## src/hdl/spq_pkg.sv

```systemverilog
// Shared types and constants for the stable priority queue with stock counter.
package spq_pkg;

  localparam int QUEUE_DEPTH = 16;
  localparam int IDX_W       = $clog2(QUEUE_DEPTH);
  localparam int CNT_W       = 5;
  localparam int ID_W        = 16;
  localparam int LVL_W       = 2;
  localparam int STOCK_W     = 16;

  localparam logic [LVL_W-1:0] LVL_NONE   = 2'd0;
  localparam logic [LVL_W-1:0] LVL_LOWEST = 2'd3;

  typedef enum logic [1:0] {
    KIND_INSERT = 2'd0,
    KIND_SERVE  = 2'd1,
    KIND_CANCEL = 2'd2,
    KIND_NONE   = 2'd3
  } kind_t;

  typedef enum logic [2:0] {
    ST_OK       = 3'd0,
    ST_FULL     = 3'd1,
    ST_NOSTOCK  = 3'd2,
    ST_EMPTY    = 3'd3,
    ST_NOTFOUND = 3'd4
  } status_t;

  typedef enum logic [2:0] {
    S_IDLE,
    S_INS,
    S_INS_HEAD,
    S_REM,
    S_EMIT
  } state_t;

  typedef struct packed {
    kind_t             kind;
    logic [ID_W-1:0]   requester_id;
    logic [LVL_W-1:0]  priority_level;
  } in_word_t;

  typedef struct packed {
    status_t            status;
    logic [ID_W-1:0]    served_id;
    logic [LVL_W-1:0]   served_level;
    logic [STOCK_W-1:0] stock_left;
    logic [CNT_W-1:0]   waiting_count;
  } out_word_t;

  typedef struct packed {
    logic [LVL_W-1:0] level;
    logic [ID_W-1:0]  id;
  } entry_t;

  localparam int ENTRY_W = $bits(entry_t);

endpackage

```

## src/hdl/spq_ram.sv

```systemverilog
// Generic single-write, single-read RAM with registered read data.
module spq_ram #(
  parameter int WIDTH = 8,
  parameter int DEPTH = 16
) (
  input  logic                     clk,
  input  logic                     we,
  input  logic [$clog2(DEPTH)-1:0] waddr,
  input  logic [WIDTH-1:0]         wdata,
  input  logic [$clog2(DEPTH)-1:0] raddr,
  output logic [WIDTH-1:0]         rdata
);

  logic [WIDTH-1:0] mem [DEPTH];
  logic [WIDTH-1:0] rdata_r;

  always_ff @(posedge clk) begin
    if (we) begin
      mem[waddr] <= wdata;
    end
    rdata_r <= mem[raddr];
  end

  assign rdata = rdata_r;

endmodule

```

## src/hdl/stable_priority_queue_with_stock.sv

```systemverilog
// Stable priority queue of requester ids with a stock counter, top level.
// Insert works by a tail-to-head shift walk over the entry RAM, one entry a cycle;
// serve and cancel work by a head-to-tail walk over the waiting entries; rejected
// items go straight to the result. One word at a time.
// The result word sits in an output register, so the next word is taken while it waits.
// Reset (synchronous, rst_n low) empties the queue and clears the stock counter.
module stable_priority_queue_with_stock
  import spq_pkg::*;
(
  input  logic               clk,
  input  logic               rst_n,
  input  logic               in_valid,
  output logic               in_stall,
  input  in_word_t           in_data,
  output logic               out_valid,
  input  logic               out_stall,
  output out_word_t          out_data,
  input  logic               cfg_we,
  input  logic [STOCK_W-1:0] cfg_data
);

  state_t             state_r, state_nxt;
  logic [CNT_W-1:0]   count_r, count_nxt;
  logic [STOCK_W-1:0] stock_r, stock_nxt;
  kind_t              kind_r, kind_nxt;
  logic [ID_W-1:0]    id_r, id_nxt;
  logic [LVL_W-1:0]   lvl_r, lvl_nxt;
  logic [IDX_W-1:0]   idx_r, idx_nxt;
  logic               found_r, found_nxt;
  out_word_t          res_r, res_nxt;
  logic               out_valid_r, out_valid_nxt;
  out_word_t          out_data_r, out_data_nxt;

  logic               ram_we;
  logic [IDX_W-1:0]   ram_waddr;
  logic [ENTRY_W-1:0] ram_wdata;
  logic [IDX_W-1:0]   ram_raddr;
  logic [ENTRY_W-1:0] ram_rdata;
  entry_t             rd_entry;

  logic [CNT_W-1:0]   count_m1;
  logic [LVL_W-1:0]   in_lvl;
  logic               is_last;
  logic               hit;

  spq_ram #(
    .WIDTH(ENTRY_W),
    .DEPTH(QUEUE_DEPTH)
  ) u_entry_ram (
    .clk  (clk),
    .we   (ram_we),
    .waddr(ram_waddr),
    .wdata(ram_wdata),
    .raddr(ram_raddr),
    .rdata(ram_rdata)
  );

  assign rd_entry = entry_t'(ram_rdata);
  assign count_m1 = count_r - CNT_W'(1);
  assign in_lvl   = (in_data.priority_level == LVL_NONE) ? LVL_LOWEST
                                                         : in_data.priority_level;
  assign is_last  = ({1'b0, idx_r} == count_m1);
  assign hit      = (kind_r == KIND_SERVE) || (rd_entry.id == id_r);

  assign in_stall  = (state_r != S_IDLE);
  assign out_valid = out_valid_r;
  assign out_data  = out_data_r;

  always_ff @(posedge clk) begin
    if (!rst_n) begin
      state_r     <= S_IDLE;
      count_r     <= '0;
      stock_r     <= '0;
      out_valid_r <= 1'b0;
    end else begin
      state_r     <= state_nxt;
      count_r     <= count_nxt;
      stock_r     <= stock_nxt;
      out_valid_r <= out_valid_nxt;
    end
  end

  always_ff @(posedge clk) begin
    kind_r     <= kind_nxt;
    id_r       <= id_nxt;
    lvl_r      <= lvl_nxt;
    idx_r      <= idx_nxt;
    found_r    <= found_nxt;
    res_r      <= res_nxt;
    out_data_r <= out_data_nxt;
  end

  always_comb begin
    state_nxt     = state_r;
    count_nxt     = count_r;
    stock_nxt     = stock_r;
    kind_nxt      = kind_r;
    id_nxt        = id_r;
    lvl_nxt       = lvl_r;
    idx_nxt       = idx_r;
    found_nxt     = found_r;
    res_nxt       = res_r;
    out_valid_nxt = out_valid_r & out_stall;
    out_data_nxt  = out_data_r;
    ram_we        = 1'b0;
    ram_waddr     = '0;
    ram_wdata     = '0;
    ram_raddr     = '0;

    case (state_r)
      S_IDLE: begin
        ram_raddr = (in_data.kind == KIND_INSERT) ? count_m1[IDX_W-1:0] : '0;
        if (in_valid) begin
          kind_nxt  = in_data.kind;
          id_nxt    = in_data.requester_id;
          lvl_nxt   = in_lvl;
          found_nxt = 1'b0;
          res_nxt   = '{status: ST_OK, served_id: '0, served_level: LVL_NONE,
                        stock_left: stock_r, waiting_count: count_r};
          state_nxt = S_EMIT;
          case (in_data.kind)
            KIND_INSERT: begin
              if (count_r == CNT_W'(QUEUE_DEPTH)) begin
                res_nxt.status = ST_FULL;
              end else if (count_r == '0) begin
                ram_we                = 1'b1;
                ram_waddr             = '0;
                ram_wdata             = {in_lvl, in_data.requester_id};
                count_nxt             = count_r + CNT_W'(1);
                res_nxt.waiting_count = count_nxt;
              end else begin
                idx_nxt   = count_m1[IDX_W-1:0];
                state_nxt = S_INS;
              end
            end
            KIND_SERVE: begin
              if (stock_r == '0) begin
                res_nxt.status = ST_NOSTOCK;
              end else if (count_r == '0) begin
                res_nxt.status = ST_EMPTY;
              end else begin
                idx_nxt   = '0;
                state_nxt = S_REM;
              end
            end
            KIND_CANCEL: begin
              if (count_r == '0) begin
                res_nxt.status = ST_NOTFOUND;
              end else begin
                idx_nxt   = '0;
                state_nxt = S_REM;
              end
            end
            default: begin
            end
          endcase
        end
      end

      S_INS: begin
        ram_raddr = idx_r - IDX_W'(1);
        ram_we    = 1'b1;
        ram_waddr = idx_r + IDX_W'(1);
        if (rd_entry.level <= lvl_r) begin
          ram_wdata             = {lvl_r, id_r};
          count_nxt             = count_r + CNT_W'(1);
          res_nxt.waiting_count = count_nxt;
          state_nxt             = S_EMIT;
        end else begin
          ram_wdata = ram_rdata;
          if (idx_r == '0) begin
            state_nxt = S_INS_HEAD;
          end else begin
            idx_nxt = idx_r - IDX_W'(1);
          end
        end
      end

      S_INS_HEAD: begin
        ram_we                = 1'b1;
        ram_waddr             = '0;
        ram_wdata             = {lvl_r, id_r};
        count_nxt             = count_r + CNT_W'(1);
        res_nxt.waiting_count = count_nxt;
        state_nxt             = S_EMIT;
      end

      S_REM: begin
        ram_raddr = idx_r + IDX_W'(1);
        ram_we    = found_r;
        ram_waddr = idx_r - IDX_W'(1);
        ram_wdata = ram_rdata;
        if (!found_r && hit) begin
          found_nxt = 1'b1;
          if (kind_r == KIND_SERVE) begin
            res_nxt.served_id    = rd_entry.id;
            res_nxt.served_level = rd_entry.level;
          end
        end
        if (is_last) begin
          state_nxt = S_EMIT;
          if (found_r || hit) begin
            count_nxt             = count_m1;
            res_nxt.waiting_count = count_m1;
            if (kind_r == KIND_SERVE) begin
              stock_nxt          = stock_r - STOCK_W'(1);
              res_nxt.stock_left = stock_nxt;
            end
          end else begin
            res_nxt.status = ST_NOTFOUND;
          end
        end else begin
          idx_nxt = idx_r + IDX_W'(1);
        end
      end

      S_EMIT: begin
        if (!out_valid_r || !out_stall) begin
          out_valid_nxt = 1'b1;
          out_data_nxt  = res_r;
          state_nxt     = S_IDLE;
        end
      end

      default: begin
        state_nxt = S_IDLE;
      end
    endcase

    if (cfg_we) begin
      stock_nxt = cfg_data;
    end
  end

endmodule

```

## config.mk

```make
export PLATFORM = sky130hd
export DESIGN_NAME = stable_priority_queue_with_stock
export DESIGN_NICKNAME = d
export VERILOG_FILES = /design/src/hdl/spq_pkg.sv /design/src/hdl/spq_ram.sv /design/src/hdl/stable_priority_queue_with_stock.sv
export SDC_FILE = /design/constraint.sdc
export NUM_CORES = 1
export LEC_CHECK = 0
export ABC_AREA = 1
export BUFFER_PORTS_ARGS = -buffer_cell sky130_fd_sc_hd__buf_2
export CORE_ASPECT_RATIO = 1.1
export CORE_UTILIZATION = 45
export CTS_CLUSTER_DIAMETER = 80
export DETAILED_ROUTE_END_ITERATION = 16
export GPL_ROUTABILITY_DRIVEN = 1
export PLACE_DENSITY = 0.58
export SLEW_MARGIN = 20
export SYNTH_ARGS = -nofsm -noshare
export SYNTH_HDL_FRONTEND = slang
export SYNTH_SLANG_ARGS = --single-unit
export TNS_END_PERCENT = 30
```

## constraint.sdc

```tcl
create_clock -name clk -period 3.85 [get_ports clk]
set_clock_uncertainty 0.15 [all_clocks]
set_input_delay 0 -clock clk [delete_from_list [all_inputs] [get_ports clk]]
set_output_delay 0 -clock clk [all_outputs]
set_load 0.05 [all_outputs]
```

After elaboration in Yosys (flattened, before gate mapping)
Memory sizes are Yosys's and may differ from the RTL's. A register that Yosys moved wholly into a read port is not among the register bits.
Cells that the tools add are included.

operators by class
  add/sub/neg operators = 5
  multiplexer cells = 70
  magnitude comparators = 1
  bitwise gates (word level) = 1
  reduce and logical (&&, ||, !) cells = 32
  equality and inequality tests = 26

operators with widths
  cell                     count
  $mux W18                 7
  $mux W16                 5
  $pmux W37 S2             1
  $pmux W18 S4             1
  $mux W21                 2
  $mux W42                 1
  $pmux W5 S4              2
  $mux W3                  12
  $mux W4                  9
  $pmux W4 S3              3
  $mux W5                  7
  $ne A2 B2 Y1 const B     11
  $pmux W3 S3              2
  $eq A16 B16 Y1           1
  $logic_not A16 Y1        1
  $reduce_and A4 Y1        4
  $sub A16 B1 Y16 const B  1
  $pmux W3 S5              1
  $ne A3 B3 Y1 const B     4
  $mux W1                  11
  $reduce_and A5 Y1        2
  $reduce_bool A2 Y1       5
  $reduce_and A9 Y1        1
  $pmux W4 S2              1
  other kinds (29)         40

storage, ports and cells
  output and inout port bits = 44
  flip-flop bits (word level) = 134
  memory bits (writable) = 288
  word-level logic and storage cells = 155
  input port bits = 41
  memories = 1

memories
  name             words  width  read ports  clocked after memory_dff  wr ports  line           source
  u_entry_ram.mem  16     18     1           1                         1         spq_ram.sv:14  logic [WIDTH-1:0] mem [DEPTH];

Logic depth before layout (Yosys ltp)
Gate-level depths: netlist of run 1.

  depth after elaboration = 8
  depth in mapped cells = 14
  mapped depth without buffers = 13

Modules after synthesis
From an unflattened synthesis of run 1, not the netlist that was laid out.

unflattened totals
  cell total of the unflattened synthesis = 1944
  area total of the unflattened synthesis = 19447.4 µm²

by module, submodules not included
  module                            area each (µm²)  seq. area each (µm²)  cells each  instances
  spq_ram                           12766.0          9008.6                1203        1
  stable_priority_queue_with_stock  6681.4           3773.6                741         1

Worst setup path after synthesis of run 1
OpenSTA, ideal clock, no wires.

  path kind = reg-to-reg
  start = reg state_r[1]
  end = reg out_data_r, in the netlist out_data[0] (enable)
  setup slack = 0.586 ns
  buffers on the path = 0
  data arrival time = 2.659 ns
  data required time = 3.245 ns
  cell stages (with the launch flop) = 4
  setup time = 0.455 ns
  period minus slack after synthesis = 3.264 ns
  cell sequence = dfxtp_1 > nor2_4 > nand2_1 > a21oi_1

on the way
  longest elaborated chain between the ends = 2

RTL lines
  element                      line                                     source
  start: declaration           stable_priority_queue_with_stock.sv:22   state_t state_r, state_nxt;
  start signal: assignment     stable_priority_queue_with_stock.sv:76   state_r <= state_nxt;
  $eq A3 B3 Y1                 stable_priority_queue_with_stock.sv:110  case (state_r)
  $reduce_and A2 Y1 (no line)  -
  end signal: assignment       stable_priority_queue_with_stock.sv:90   out_data_r <= out_data_nxt;
  end: declaration             stable_priority_queue_with_stock.sv:32   out_word_t out_data_r, out_data_nxt;

No other way between the ends.
A chain may end at the register's enable or synchronous reset.

Worst setup path after layout of run 1
  start = reg count_r[0]
  end = reg stock_r[13]

on the way
  longest elaborated chain between the ends = 4

RTL lines
  element                       line                                    source
  start: declaration            stable_priority_queue_with_stock.sv:23  logic [CNT_W-1:0] count_r, count_nxt;
  start signal: assignment      stable_priority_queue_with_stock.sv:77  count_r <= count_nxt;
  $sub A5 B1 Y5                 stable_priority_queue_with_stock.sv:59  assign count_m1 = count_r - CNT_W'(1);
  $eq A4 B5 Y1                  stable_priority_queue_with_stock.sv:62  assign is_last = ({1'b0, idx_r} == count_m1);
  $reduce_bool A2 Y1 (no line)  -
  $reduce_and A4 Y1 (no line)   -
  end signal: assignment        stable_priority_queue_with_stock.sv:78  stock_r <= stock_nxt;
  end: declaration              stable_priority_queue_with_stock.sv:24  logic [STOCK_W-1:0] stock_r, stock_nxt;

No other way between the ends.

==> results.txt, run 1 <==
After detailed routing, the total wire length is approximately 47 mm. The peak clock frequency supported by timing came out at 0.310 GHz. The total area inside the core boundary comes to roughly 0.04 mm^2. The initial DRC count came out at 937. The final-report hold violation count came out at 0.

The share of synthesized flip-flops with an asynchronous set or reset came out at 0. The end of the worst register-to-register path is stock_r[13]. The signed area change from the synthesized netlist to the final layout came out at 19.5%. The clock period minus final worst setup slack came out at roughly 3.2 ns. The post-layout instance count excluding filler cells came out at between 2k and 3k. The share of the clock period used by the worst path is 0.838. The final standard cell utilization of the core came out at 0.545. The total leakage power is between 0.008 and 0.009 uW. Routability-driven placement finished with a final weighted congestion of between 0.9 and 1. The launching element type of the critical path is a register. The chip width came out at 197 um. The area share of the largest cell type after synthesis is 0.634.

Post-CTS repair changed the size of 0 cells. The net count after synthesis came out at between 1.5k and 2k. TritonCTS built the clock tree.

For hold timing, the worst endpoint is id_r[0]. The detailed-route wire length per cell came out at between 15 and 20 um. The root buffer cell chosen for the clock tree is sky130_fd_sc_hd__clkbuf_16. The detailed-route vias per instance came out at 5.17. The top-level I/O count came out at 85.

The startpoint identified for the worst hold timing path is in_data[2]. The global-route wire length before repair came out at 71.4 mm. The number of max-cap violations came out at 0. The total setup buffers inserted after CTS came out at 0. The clock drives 440 sinks. The number of port buffers came out at 84. The largest net degree at the start of global routing is between 100 and 150. By area the synthesized netlist is led by sky130_fd_sc_hd__edfxtp_1 (63%), sky130_fd_sc_hd__nand2_1 (9.0%), sky130_fd_sc_hd__dfxtp_1 (4.6%). The data arrival time of the worst path came out at around 3.6 ns. The synthesis-stage register bit count is 440.

The number of distinct library cell variants in the gate-level netlist after synthesis is 38. The mapped netlist covers ~0.019 mm^2. The min-delay analysis places its worst path in the category in2reg. The worst setup path is of the reg2reg kind. The starting density of the core is 0.456. Setup repair after global routing left no endpoint under its margin. In this run the core area contains 78 standard-cell rows. The logic depth of the worst register-to-register path is 12. In this run the critical register-to-register path is launched from count_r[0].

The residual antenna-violating net count after detailed routing is 0. The worst-case IR drop observed on VDD is approximately 0.56 mV. In the global route stage, overall resource usage came out at 0.222. The worst setup path is captured at a register.

The actual transition at the worst max-transition pin is 0.940 ns. The die extent in y is approximately 220 um. The number of nets in the final layout came out at 1966.

The worst hold slack came out at around 0.027 ns. The total negative slack is 0 ns. The most used flip-flop cell after synthesis is sky130_fd_sc_hd__edfxtp_1. The HPWL reported at the end of detailed placement came out at ~29 mm. The floorplan step defined a die boundary enclosing around 0.043 mm^2. The overall power after layout came out at roughly 17000 uW. The number of hold-repair buffers added at the cts stage came out at 82. The data required time at the worst endpoint came out at 4.22 ns. The maximum fanout along the worst path is 16.

The share of the yosys chip area belonging to registers came out at 0.680. The total number of yosys warnings came out at 0. The synthesized instance count is between 1.5k and 2k. Global routing finished with a remaining overflow of 0. The average cell area after synthesis is ~11 um^2. The slack of the worst reg-to-reg path came out at about 0.62 ns. The clock slew at the register clock pins of the worst setup and hold paths came out at approximately 0.060 ns. The final-layout fill cell count came out at 3571. The number of stages on the worst hold path is 2.

The power per unit of standard cell area is 753 mW/mm^2. The number of enable flip-flop cells after synthesis is 397. Detailed routing inserted a total of 13.0k vias.

The initial antenna violation count came out at 1. The relative slew slack came out at 0.368. Clock tree synthesis inserted a total of between 40 and 50 buffers. The count of pins over their slew limit is 0. The count of inserted antenna diode cells is 0. The number of buffers on the longest clock path came out at 3. For the worst-skew pair, the clock arrives at the later sink with an insertion delay of around 0.6 ns. The number of global-route vias before repair came out at roughly 13k. The detailed-router iteration count before antenna repair is 5. The proportion of layout cells with a drive suffix above 1 is 0.132. The cell total after placement is 2344. For this run, design rule violations remaining after detail routing come to 0. The largest area contributor in the synthesized netlist is sky130_fd_sc_hd__edfxtp_1. The H-tree level count came out at 2. The flow ran to the end, and the final reports show no timing, DRC or antenna violations.

The number of failing setup endpoints in the final timing report came out at 0.
## cell type report
type                            count  area, um^2  share of cell area
Sequential cell                   440       12800               0.569
Timing Repair Buffer              219        1700              0.0758
Clock inverter                     25         293              0.0130
Tap cell                          560         701              0.0312
Clock buffer                       61        1250              0.0556
Inverter                          203         762              0.0339
Multi-Input combinational cell   1004        4970               0.221
## flip-flops by register name, summed over array words and instances, names as in the netlist
signal and count:
idx_r 4, out_data 42, res_r 42, u_entry_ram.mem 288, lvl_r 2, found_r 1, kind_r 2, out_valid 1
u_entry_ram.rdata 18, state_r 3, id_r 16, count_r 5, stock_r 16
## logic make-up (layout without fill, tap and decap cells)
kind of cell | Yosys count | in the layout | share of synthesized area
adder cells (fa/ha/maj) | 11 | 11 | 0.00732
AO/OA/AOI/OAI | 270 | 270 | 0.0899
flip-flops | 440 | 440 | 0.680
buffers and inverters | 275 | 508 | 0.0594
XOR/XNOR | 22 | 22 | 0.0103
AND/OR/NAND/NOR | 701 | 701 | 0.153
## stage by stage
stage	area (um^2)	setup WS, ns
floorplan	18800	0.586
global placement	20100	0.736
detailed placement	20100	0.745
CTS	22400	0.647
global route	22500	0.415
finish	22500	0.625
## worst max-delay path, stage by stage (launching register included)
cell and delay, ns:
sky130_fd_sc_hd__dfxtp_1 0.41, sky130_fd_sc_hd__inv_1 0.14, sky130_fd_sc_hd__ha_1 0.44, sky130_fd_sc_hd__xnor2_1 0.17, sky130_fd_sc_hd__nor2_1 0.11, sky130_fd_sc_hd__nand2_1 0.07, sky130_fd_sc_hd__nor2_1 0.15, sky130_fd_sc_hd__nand3_2 0.07
sky130_fd_sc_hd__buf_4 0.21, sky130_fd_sc_hd__nor2_4 0.37, sky130_fd_sc_hd__nand2_1 0.10, sky130_fd_sc_hd__a31oi_1 0.18, sky130_fd_sc_hd__dlygate4sd3_1 0.59
## where the power goes
part           internal [uW]  switching (uW)
registers               6540             404
clock network           2630            1860
logic                   1540            3930
## worst max-delay path by stage
stage,cells after the start,slack [ns],from,to
final,12,0.62,count_r[0],stock_r[13]
after global routing,12,0.42,count_r[0],stock_r[9]
after detailed placement,10,0.75,idx_r[0],u_entry_ram.rdata[14]
after global placement,10,0.74,idx_r[0],u_entry_ram.rdata[14]
after floorplan,3,0.59,state_r[1],out_data[0]
after CTS,12,0.65,count_r[0],stock_r[5]
## Yosys cell counts, drive strengths merged, types with 4 or more instances
master	number
edfxtp	397
xnor2	6
nor3	4
nand3	91
inv	201
o211ai	107
nor2	133
buf	51
ha	11
nand2	457
a21oi	33
dfxtp	43
nand4	12
clkbuf	21
o21ai	106
xor2	16
a31oi	16
## cell usage in the layout, fill, tap and decap left out, types with 3 or more instances in the layout
master / netlist / routed
sky130_fd_sc_hd__nand2_2: 3 / 3
sky130_fd_sc_hd__inv_1: 189 / 189
sky130_fd_sc_hd__a31oi_1: 16 / 16
sky130_fd_sc_hd__edfxtp_1: 397 / 397
sky130_fd_sc_hd__nor2_1: 128 / 110
sky130_fd_sc_hd__clkinv_2: 0 / 7
sky130_fd_sc_hd__dlygate4sd3_1: 0 / 82
sky130_fd_sc_hd__nand3_2: 3 / 3
sky130_fd_sc_hd__buf_4: 7 / 48
sky130_fd_sc_hd__nand2_1: 452 / 452
sky130_fd_sc_hd__ha_1: 11 / 11
sky130_fd_sc_hd__buf_2: 40 / 84
sky130_fd_sc_hd__inv_2: 12 / 12
sky130_fd_sc_hd__nand3_1: 88 / 88
sky130_fd_sc_hd__clkbuf_8: 0 / 4
sky130_fd_sc_hd__clkbuf_1: 21 / 11
sky130_fd_sc_hd__bufinv_16: 0 / 5
sky130_fd_sc_hd__o21ai_0: 87 / 87
sky130_fd_sc_hd__xnor2_1: 6 / 6
sky130_fd_sc_hd__dfxtp_1: 43 / 43
sky130_fd_sc_hd__buf_12: 0 / 5
sky130_fd_sc_hd__nor3_1: 3 / 3
sky130_fd_sc_hd__clkinv_1: 2 / 10
sky130_fd_sc_hd__nor2_4: 5 / 6
sky130_fd_sc_hd__nand4_1: 12 / 12
sky130_fd_sc_hd__xor2_1: 16 / 16
sky130_fd_sc_hd__a21oi_1: 32 / 31
sky130_fd_sc_hd__o211ai_1: 107 / 107
sky130_fd_sc_hd__clkbuf_16: 0 / 46
sky130_fd_sc_hd__or2_2: 3 / 3
sky130_fd_sc_hd__nor2_2: 0 / 17
sky130_fd_sc_hd__o21ai_1: 17 / 17
## per-layer routing
layer | vias to the layer above | routed length [um] | global-route usage
met5 | - | 0 | 0
li1 | 6295 | - | -
met3 | 78 | 2360 | 0.0293
met2 | 394 | 23000 | 0.384
met4 | 0 | 962 | 0.0649
met1 | 6231 | 20400 | 0.291
Power figures use the tool's default switching activity.
==> inputs of run 2 (changes only) <==
- clock period: 3.85 -> 3 ns (I/O delays scaled with it)
==> run 2 against run 1 <==
  * Critical path depth down 1
  * Register-to-register slack worse by 0.41 ns
  * Combinational power up 35%
  * Power up 28%
  * Final cell count up 0.56%
  * Flip-flop and latch count unchanged
==> results.txt, run 2 (synthesis gave the netlist of run 1 again) <==
The flow ran to the end, and the final reports show no timing, DRC or antenna violations. The initial DRC count is ~830. The logic depth of the worst register-to-register path came out at 11. Dividing the final minimum period by the clock period gives 0.930. The data required time at the worst endpoint came out at 3.36 ns. The total cell area at the placement stage came out at 0.0204 mm^2. In this run the worst path has a maximum fanout of 15. The clock slew at the register clock pins of the worst setup and hold paths is 0.06 ns. The launching element type of the critical path is a register. After filler insertion, the fill cell instance count of the layout stands at approximately 3.5k.

The chip width is between 150 and 200 um. VDD sags by at most 0.515 mV. More flip-flops sit in one register than any other, and that register is u_entry_ram.mem. In this run the critical register-to-register path is launched from count_r[0]. The longest clock path from root to sink contains 3 buffers. The design area came out at around 0.023 mm^2. The starting density of the core is 0.456. STA classifies the critical path endpoint as a register. For the final routed database, the setup TNS stands at 0 ns. The standard cell core area is a little over 0.04 mm^2. The overall power after layout is 21600 uW. The number of vias after detailed routing is 12.8k.

The top-level I/O count is 85. The HPWL reported at the end of detailed placement came out at 29.8 mm. After detailed routing, the average wire length per cell comes to 17.9 um. The number of flip-flops in the largest register is 288. The weighted congestion reported at the end of routability-driven placement came out at about 0.9.

The relative slew slack is 0.297. The global-route wire length before repair is a little over 70 mm. The count of pins over their slew limit was 0.

The die covers between 0.04 and 0.05 mm^2. The number of global-route vias before repair is approximately 13k. The H-tree level count is 2. The number of max-cap violations came out at 0. In this run the critical register-to-register path is captured at stock_r[15].

The number of stages on the worst hold path is 5. The signed area change from the synthesized netlist to the final layout is 20.1%. The clock insertion delay at the later pin of the skew report came out at approximately 0.58 ns.

The largest net degree at the start of global routing is 57. The final standard cell utilization of the core is 0.548. Timing would allow up to about 0.36 GHz.

The detailed-route vias per instance came out at between 5 and 6. The number of port buffers came out at 84. The startpoint-to-endpoint class of the critical path is reg2reg. The clock period minus final worst setup slack came out at 2.79 ns. TritonCTS built the clock tree. The total CTS buffers came out at 45. Setup violations remaining at the end of the flow were counted as 0.

For this run, design rule violations remaining after detail routing come to 0. The residual antenna-violating net count after detailed routing came out at 0. The worst hold path belongs to the class in2reg.

The repair_antennas step left the layout with diodes totalling 0. STA puts the critical path data arrival time at roughly 3.1 ns. The remaining global-route overflow came out at 0. The initial antenna violation count came to 0. Setup repair after global routing left no endpoint under its margin. In the final design database the tool counted roughly 2.0k nets. The final-report hold violation count came out at 0. Clock tree synthesis selected as its root buffer the cell sky130_fd_sc_hd__clkbuf_16.

The analysis attributes to cell leakage a power of between 0.008 and 0.009 uW. The overall track demand over capacity in global routing came out at 0.217. The proportion of layout cells with a drive suffix above 1 came out at 0.140. The final routed wirelength across all metal layers came out at between 40 and 50 mm.

The library cell used most frequently in the layout, excluding fill and tap cells, is sky130_fd_sc_hd__nand2_1. The power per unit of standard cell area came out at between 900 and 1000 mW/mm^2. The top cell types in the final layout, fill and taps aside, are sky130_fd_sc_hd__nand2_1 (451), sky130_fd_sc_hd__edfxtp_1 (397), sky130_fd_sc_hd__inv_1 (189). The terminating pin of the worst hold path is stock_r[0]. The hold path startpoint is cfg_we.

The detailed-router iteration count before antenna repair is 5. The die extent in y is around 220 um. The slack of the worst reg-to-reg path is about 0.21 ns. The actual transition at the worst max-transition pin came out at between 1 and 1.5 ns. The number of standard-cell rows in the floorplan came out at between 70 and 80.

The number of sinks handled by clock tree synthesis came out at 440.
-- run 2: cell types whose count changed in the layout (fill, tap and decap cells not counted), sizes merged --
cell         delta
buf            +22
bufinv          -4
clkbuf          -3
clkinv          +2
clkinvlp        -1
dlygate4sd3     -5
inv             +3
-- run 2: critical path: stages (launching register included) --
cell	delay (ns)
sky130_fd_sc_hd__dfxtp_1	0.41
sky130_fd_sc_hd__inv_1	0.09
sky130_fd_sc_hd__ha_1	0.27
sky130_fd_sc_hd__xnor2_1	0.33
sky130_fd_sc_hd__nand2_1	0.08
sky130_fd_sc_hd__nand2_1	0.08
sky130_fd_sc_hd__nor2_1	0.06
sky130_fd_sc_hd__nand3_2	0.12
sky130_fd_sc_hd__buf_4	0.24
sky130_fd_sc_hd__nand3_1	0.09
sky130_fd_sc_hd__a31oi_1	0.21
sky130_fd_sc_hd__dlygate4sd3_1	0.59
-- run 2: layer usage --
metal / vias up / routed length [um] / track usage
li1: 6314 / - / -
met3: 85 / 2190 / 0.0347
met2: 334 / 21300 / 0.351
met5: - / 0 / 0
met4: 0 / 1660 / 0.0848
met1: 6094 / 20200 / 0.294
-- run 2: worst max-delay path by stage --
stage	endpoint	slack [ns]	cells past startpoint	start
finish	stock_r[15]	0.21	11	count_r[0]
CTS	stock_r[3]	0.13	11	count_r[0]
detailed placement	u_entry_ram.mem[5][13]	0.17	10	count_r[1]
floorplan	u_entry_ram.mem[13][0]	-0.08	9	count_r[0]
global placement	u_entry_ram.mem[5][13]	0.25	10	count_r[1]
global route	u_entry_ram.mem[6][11]	0.02	10	count_r[1]
-- run 2: repair_timing --
item | in CTS | in global routing
hold endpoints to repair | 370 | 0
setup endpoints to repair | 0 | 162
hold buffers | 77 | 0
gates resized for setup | 0 | 2
buffers inserted | 0 | 2
-- run 2: layout make-up --
type,count,area (um^2),area share
clock inverters,25,156,0.00693
repair buffers,236,1970,0.0871
well taps,560,701,0.0310
multi-input cells,1004,4970,0.220
inverters,203,762,0.0338
flip-flops and latches,440,12800,0.566
clock buffers,58,1240,0.0548
-- run 2: metrics by stage --
step	setup slack (ns)	hold slack [ns]	instances
3_3_place_gp	0.253	0.0458	2364
3_5_place_dp	0.174	0.0463	2364
2_1_floorplan	-0.0769	-0.0511	1719
5_1_grt	0.0246	0.0234	2526
4_1_cts	0.133	0.00121	2524
6_report	0.210	0.0202	2526
-- run 2: power breakdown --
part / switching (uW) / internal, uW / total [uW] / leakage (uW)
Clock: 2320 / 3010 / 5320 / 0.000686
Combinational: 5170 / 2200 / 7370 / 0.00407
Sequential: 484 / 8380 / 8870 / 0.00407
==> inputs of run 3 (changes only) <==
- CORE_UTILIZATION: 45 -> 50
- PLACE_DENSITY: 0.58 -> 0.67
- clock period: 3 -> 2.56 ns (I/O delays scaled with it)
==> run 3 against run 2 <==
  * Count of clock-buffer cells in the layout up 2
  * Utilization grew 6.4 points
  * Power is 19% higher
  * Die area shrank 9.9%
  * Critical endpoint is now u_entry_ram.mem[7][5]
  * Largest power group unchanged
==> results.txt, run 3 (synthesis gave the netlist of run 1 again) <==
In the finished design, the share of the clock period the worst path needs comes to 0.963. The largest individual stage delay along the critical path comes from the cell sky130_fd_sc_hd__edfxtp_1. For this run, the total global-route usage over all layers was measured as 0.247. The peak clock frequency supported by timing is a little over 0.4 GHz. The chip width is roughly 190 um. CTS built an H-tree with a depth of 2. The weighted congestion reported at the end of routability-driven placement is between 0.8 and 0.9. The number of failing setup endpoints in the final timing report came out at 0. The hold path startpoint is in_data[13]. The number of vias after detailed routing came out at approximately 13k. The clock insertion delay at the later pin of the skew report is 0.55 ns. Entering global routing, the biggest net connects a little under 60 pins. After clock tree synthesis, the clock-pin slew on the worst setup and hold paths is approximately 0.060 ns. The library cells used most frequently in the layout, excluding fill and tap cells, are sky130_fd_sc_hd__nand2_1 (449), sky130_fd_sc_hd__edfxtp_1 (397), sky130_fd_sc_hd__inv_1 (188). The total leakage power is about 0.0089 uW. In the routed design, unresolved DRC markers number 0. The signed area change from the synthesized netlist to the final layout is 20.8%. The cell sitting at the root of the clock tree is a sky130_fd_sc_hd__clkbuf_16. The number of flip-flops in the largest register is between 200 and 300. The top-level I/O count came out at 85.

In the final timing run, aggregate negative setup slack is 0 ns. The type of destination of the critical path is a register. The total CTS buffers came out at 44.

The worst path meets setup with between 0.09 and 0.1 ns of slack. The data required time at the worst endpoint came out at 2.65 ns. The number of sinks handled by clock tree synthesis came out at 440. The startpoint-to-endpoint class of the critical path is reg2reg.

The residual antenna-violating net count after detailed routing came out at 0. The die extent in y came out at just over 200 um. Across the run, the number of max-cap violations was 0. The starting density of the core came out at 0.506. The flow ran to the end, and the final reports show no timing, DRC or antenna violations. The clock passes through at most 3 buffers. The startpoint of the lowest-slack register-to-register path is idx_r[0].

The maximum fanout along the worst path is 5. The floorplan step defined a die boundary enclosing ~0.038 mm^2. Wires add up to ~48 mm.

Fill cells in the final layout number 2895. The detailed-router iteration count before antenna repair came out at 5. The count of pins over their slew limit is 0. For the worst flop-to-flop path, the logic depth is 7. Setup repair after global routing could not meet its margin everywhere. The delay of the slowest critical-path stage is ~0.43 ns. The cell total after placement is 2322. Leaving out fill and tap cells, the most frequent cell in the layout is sky130_fd_sc_hd__nand2_1. The worst hold path class is in2reg. The relative slew slack came out at 0.596. The final-report hold violation count is 0. TritonCTS built the clock tree. The slack of the worst reg-to-reg path came out at around 0.094 ns.

The total overflow left after global routing is 0. In this run the critical register-to-register path is captured at u_entry_ram.mem[7][5]. Traced cell by cell, the critical path runs through inv_1, ha_1, xnor2_2, nor2_1, nand3_4, nor2_4, buf_4. Ranked by flip-flop count, first place goes to u_entry_ram.mem. The standard cell core area came out at between 0.03 and 0.04 mm^2.

The global-route wire length before repair is between 70 and 80 mm. The worst hold path was traced through 2 stages. The launching element type of the critical path is a register. The detailed-route vias per instance came out at about 5.4. The HPWL reported at the end of detailed placement came out at roughly 31 mm. The count of inserted antenna diode cells came out at 0. The pre-CTS setup slack is 0.0475 ns.

The actual transition at the worst max-transition pin is 0.603 ns. The number of global-route vias before repair was 12.7k. The worst IR drop on VDD came out at 0.596 mV.

Dividing total power by cell area gives a power density of 1130 mW/mm^2. The cell family contributing the most delay on the critical path is simple AND/OR/NAND/NOR gates. The final layout contains between 1.5k and 2k nets.

The proportion of layout cells with a drive suffix above 1 is 0.162. The clock period minus final worst setup slack is 2.47 ns. The detailed-route wire length per cell is between 15 and 20 um. The terminating pin of the worst hold path is id_r[11]. The data arrival time of the worst path is 2.56 ns. In this run, the number of DRC markers left after iteration 0 of detailed routing was ~1.1k. The worst hold slack came out at ~0.037 ns.

Together, buffers and inverters on the worst path number 2. The post-layout instance count excluding filler cells came out at around 2.5k. The number of port buffers is 84.

The initial antenna violation count is 0. In this run the core area contains 74 standard-cell rows. Measured on the finished design, the core utilization comes to 0.612.
run 3: cell types whose count changed in the layout (fill, tap and decap cells not counted), moves of 3 or more:
cell                            change
sky130_fd_sc_hd__nor2_4             +9
sky130_fd_sc_hd__clkbuf_8           +3
sky130_fd_sc_hd__buf_6              +8
sky130_fd_sc_hd__nor2_2             -8
sky130_fd_sc_hd__nand3_4            +3
sky130_fd_sc_hd__clkinv_1           -7
sky130_fd_sc_hd__buf_4             +14
sky130_fd_sc_hd__dlygate4sd3_1     -22
run 3: power breakdown:
part / switching [uW] / total, uW / internal [uW]
Sequential: 532 / 10400 / 9830
Clock: 2600 / 6280 / 3680
Combinational: 6230 / 9100 / 2860
run 3: area by class of cell:
| cell class | instances | area [um^2] | share of cell area |
|---|---|---|---|
| Tap cell | 494 | 618 | 0.0272 |
| Timing Repair Buffer | 243 | 2050 | 0.0905 |
| Multi-Input combinational cell | 1004 | 5080 | 0.224 |
| Inverter | 203 | 762 | 0.0336 |
| Clock buffer | 60 | 1230 | 0.0543 |
| Sequential cell | 440 | 12800 | 0.563 |
| Clock inverter | 18 | 178 | 0.00782 |
run 3: routing by layer:
metal  up-vias  track usage  share of wire
li1       6320            -              -
met1      6385        0.332           0.42
met2       511        0.415           0.49
met3        96       0.0392          0.071
met4         0       0.0773          0.027
met5         -            0              0
run 3: worst max path at each step:
stage / startpoint / end / cells past startpoint
2_1_floorplan: count_r[0] / u_entry_ram.mem[5][0] / 9
3_3_place_gp: u_entry_ram.rdata[16] / u_entry_ram.mem[10][9] / 10
3_5_place_dp: u_entry_ram.rdata[16] / u_entry_ram.mem[1][9] / 10
4_1_cts: u_entry_ram.rdata[16] / u_entry_ram.mem[1][9] / 10
5_1_grt: state_r[0] / u_entry_ram.rdata[6] / 14
6_report: idx_r[0] / u_entry_ram.mem[7][5] / 7
run 3: worst register-to-register path: stages (launching register included):
cell,delay (ns)
sky130_fd_sc_hd__edfxtp_1,0.43
sky130_fd_sc_hd__inv_1,0.08
sky130_fd_sc_hd__ha_1,0.33
sky130_fd_sc_hd__xnor2_2,0.17
sky130_fd_sc_hd__nor2_1,0.38
sky130_fd_sc_hd__nand3_4,0.22
sky130_fd_sc_hd__nor2_4,0.21
sky130_fd_sc_hd__buf_4,0.19
run 3: what timing repair did:
item                       in CTS  in global routing
hold buffers                   55                  0
setup buffers                   0                  3
setup endpoints to repair       0                561
gates resized for setup         0                 38
hold endpoints to repair      347                  0
run 3: stage by stage:
step	area, um^2	power [uW]
finish	22700	25700
CTS	22500	25500
global route	22700	27000
detailed placement	20500	19200
global placement	20500	19100
floorplan	18800	16100
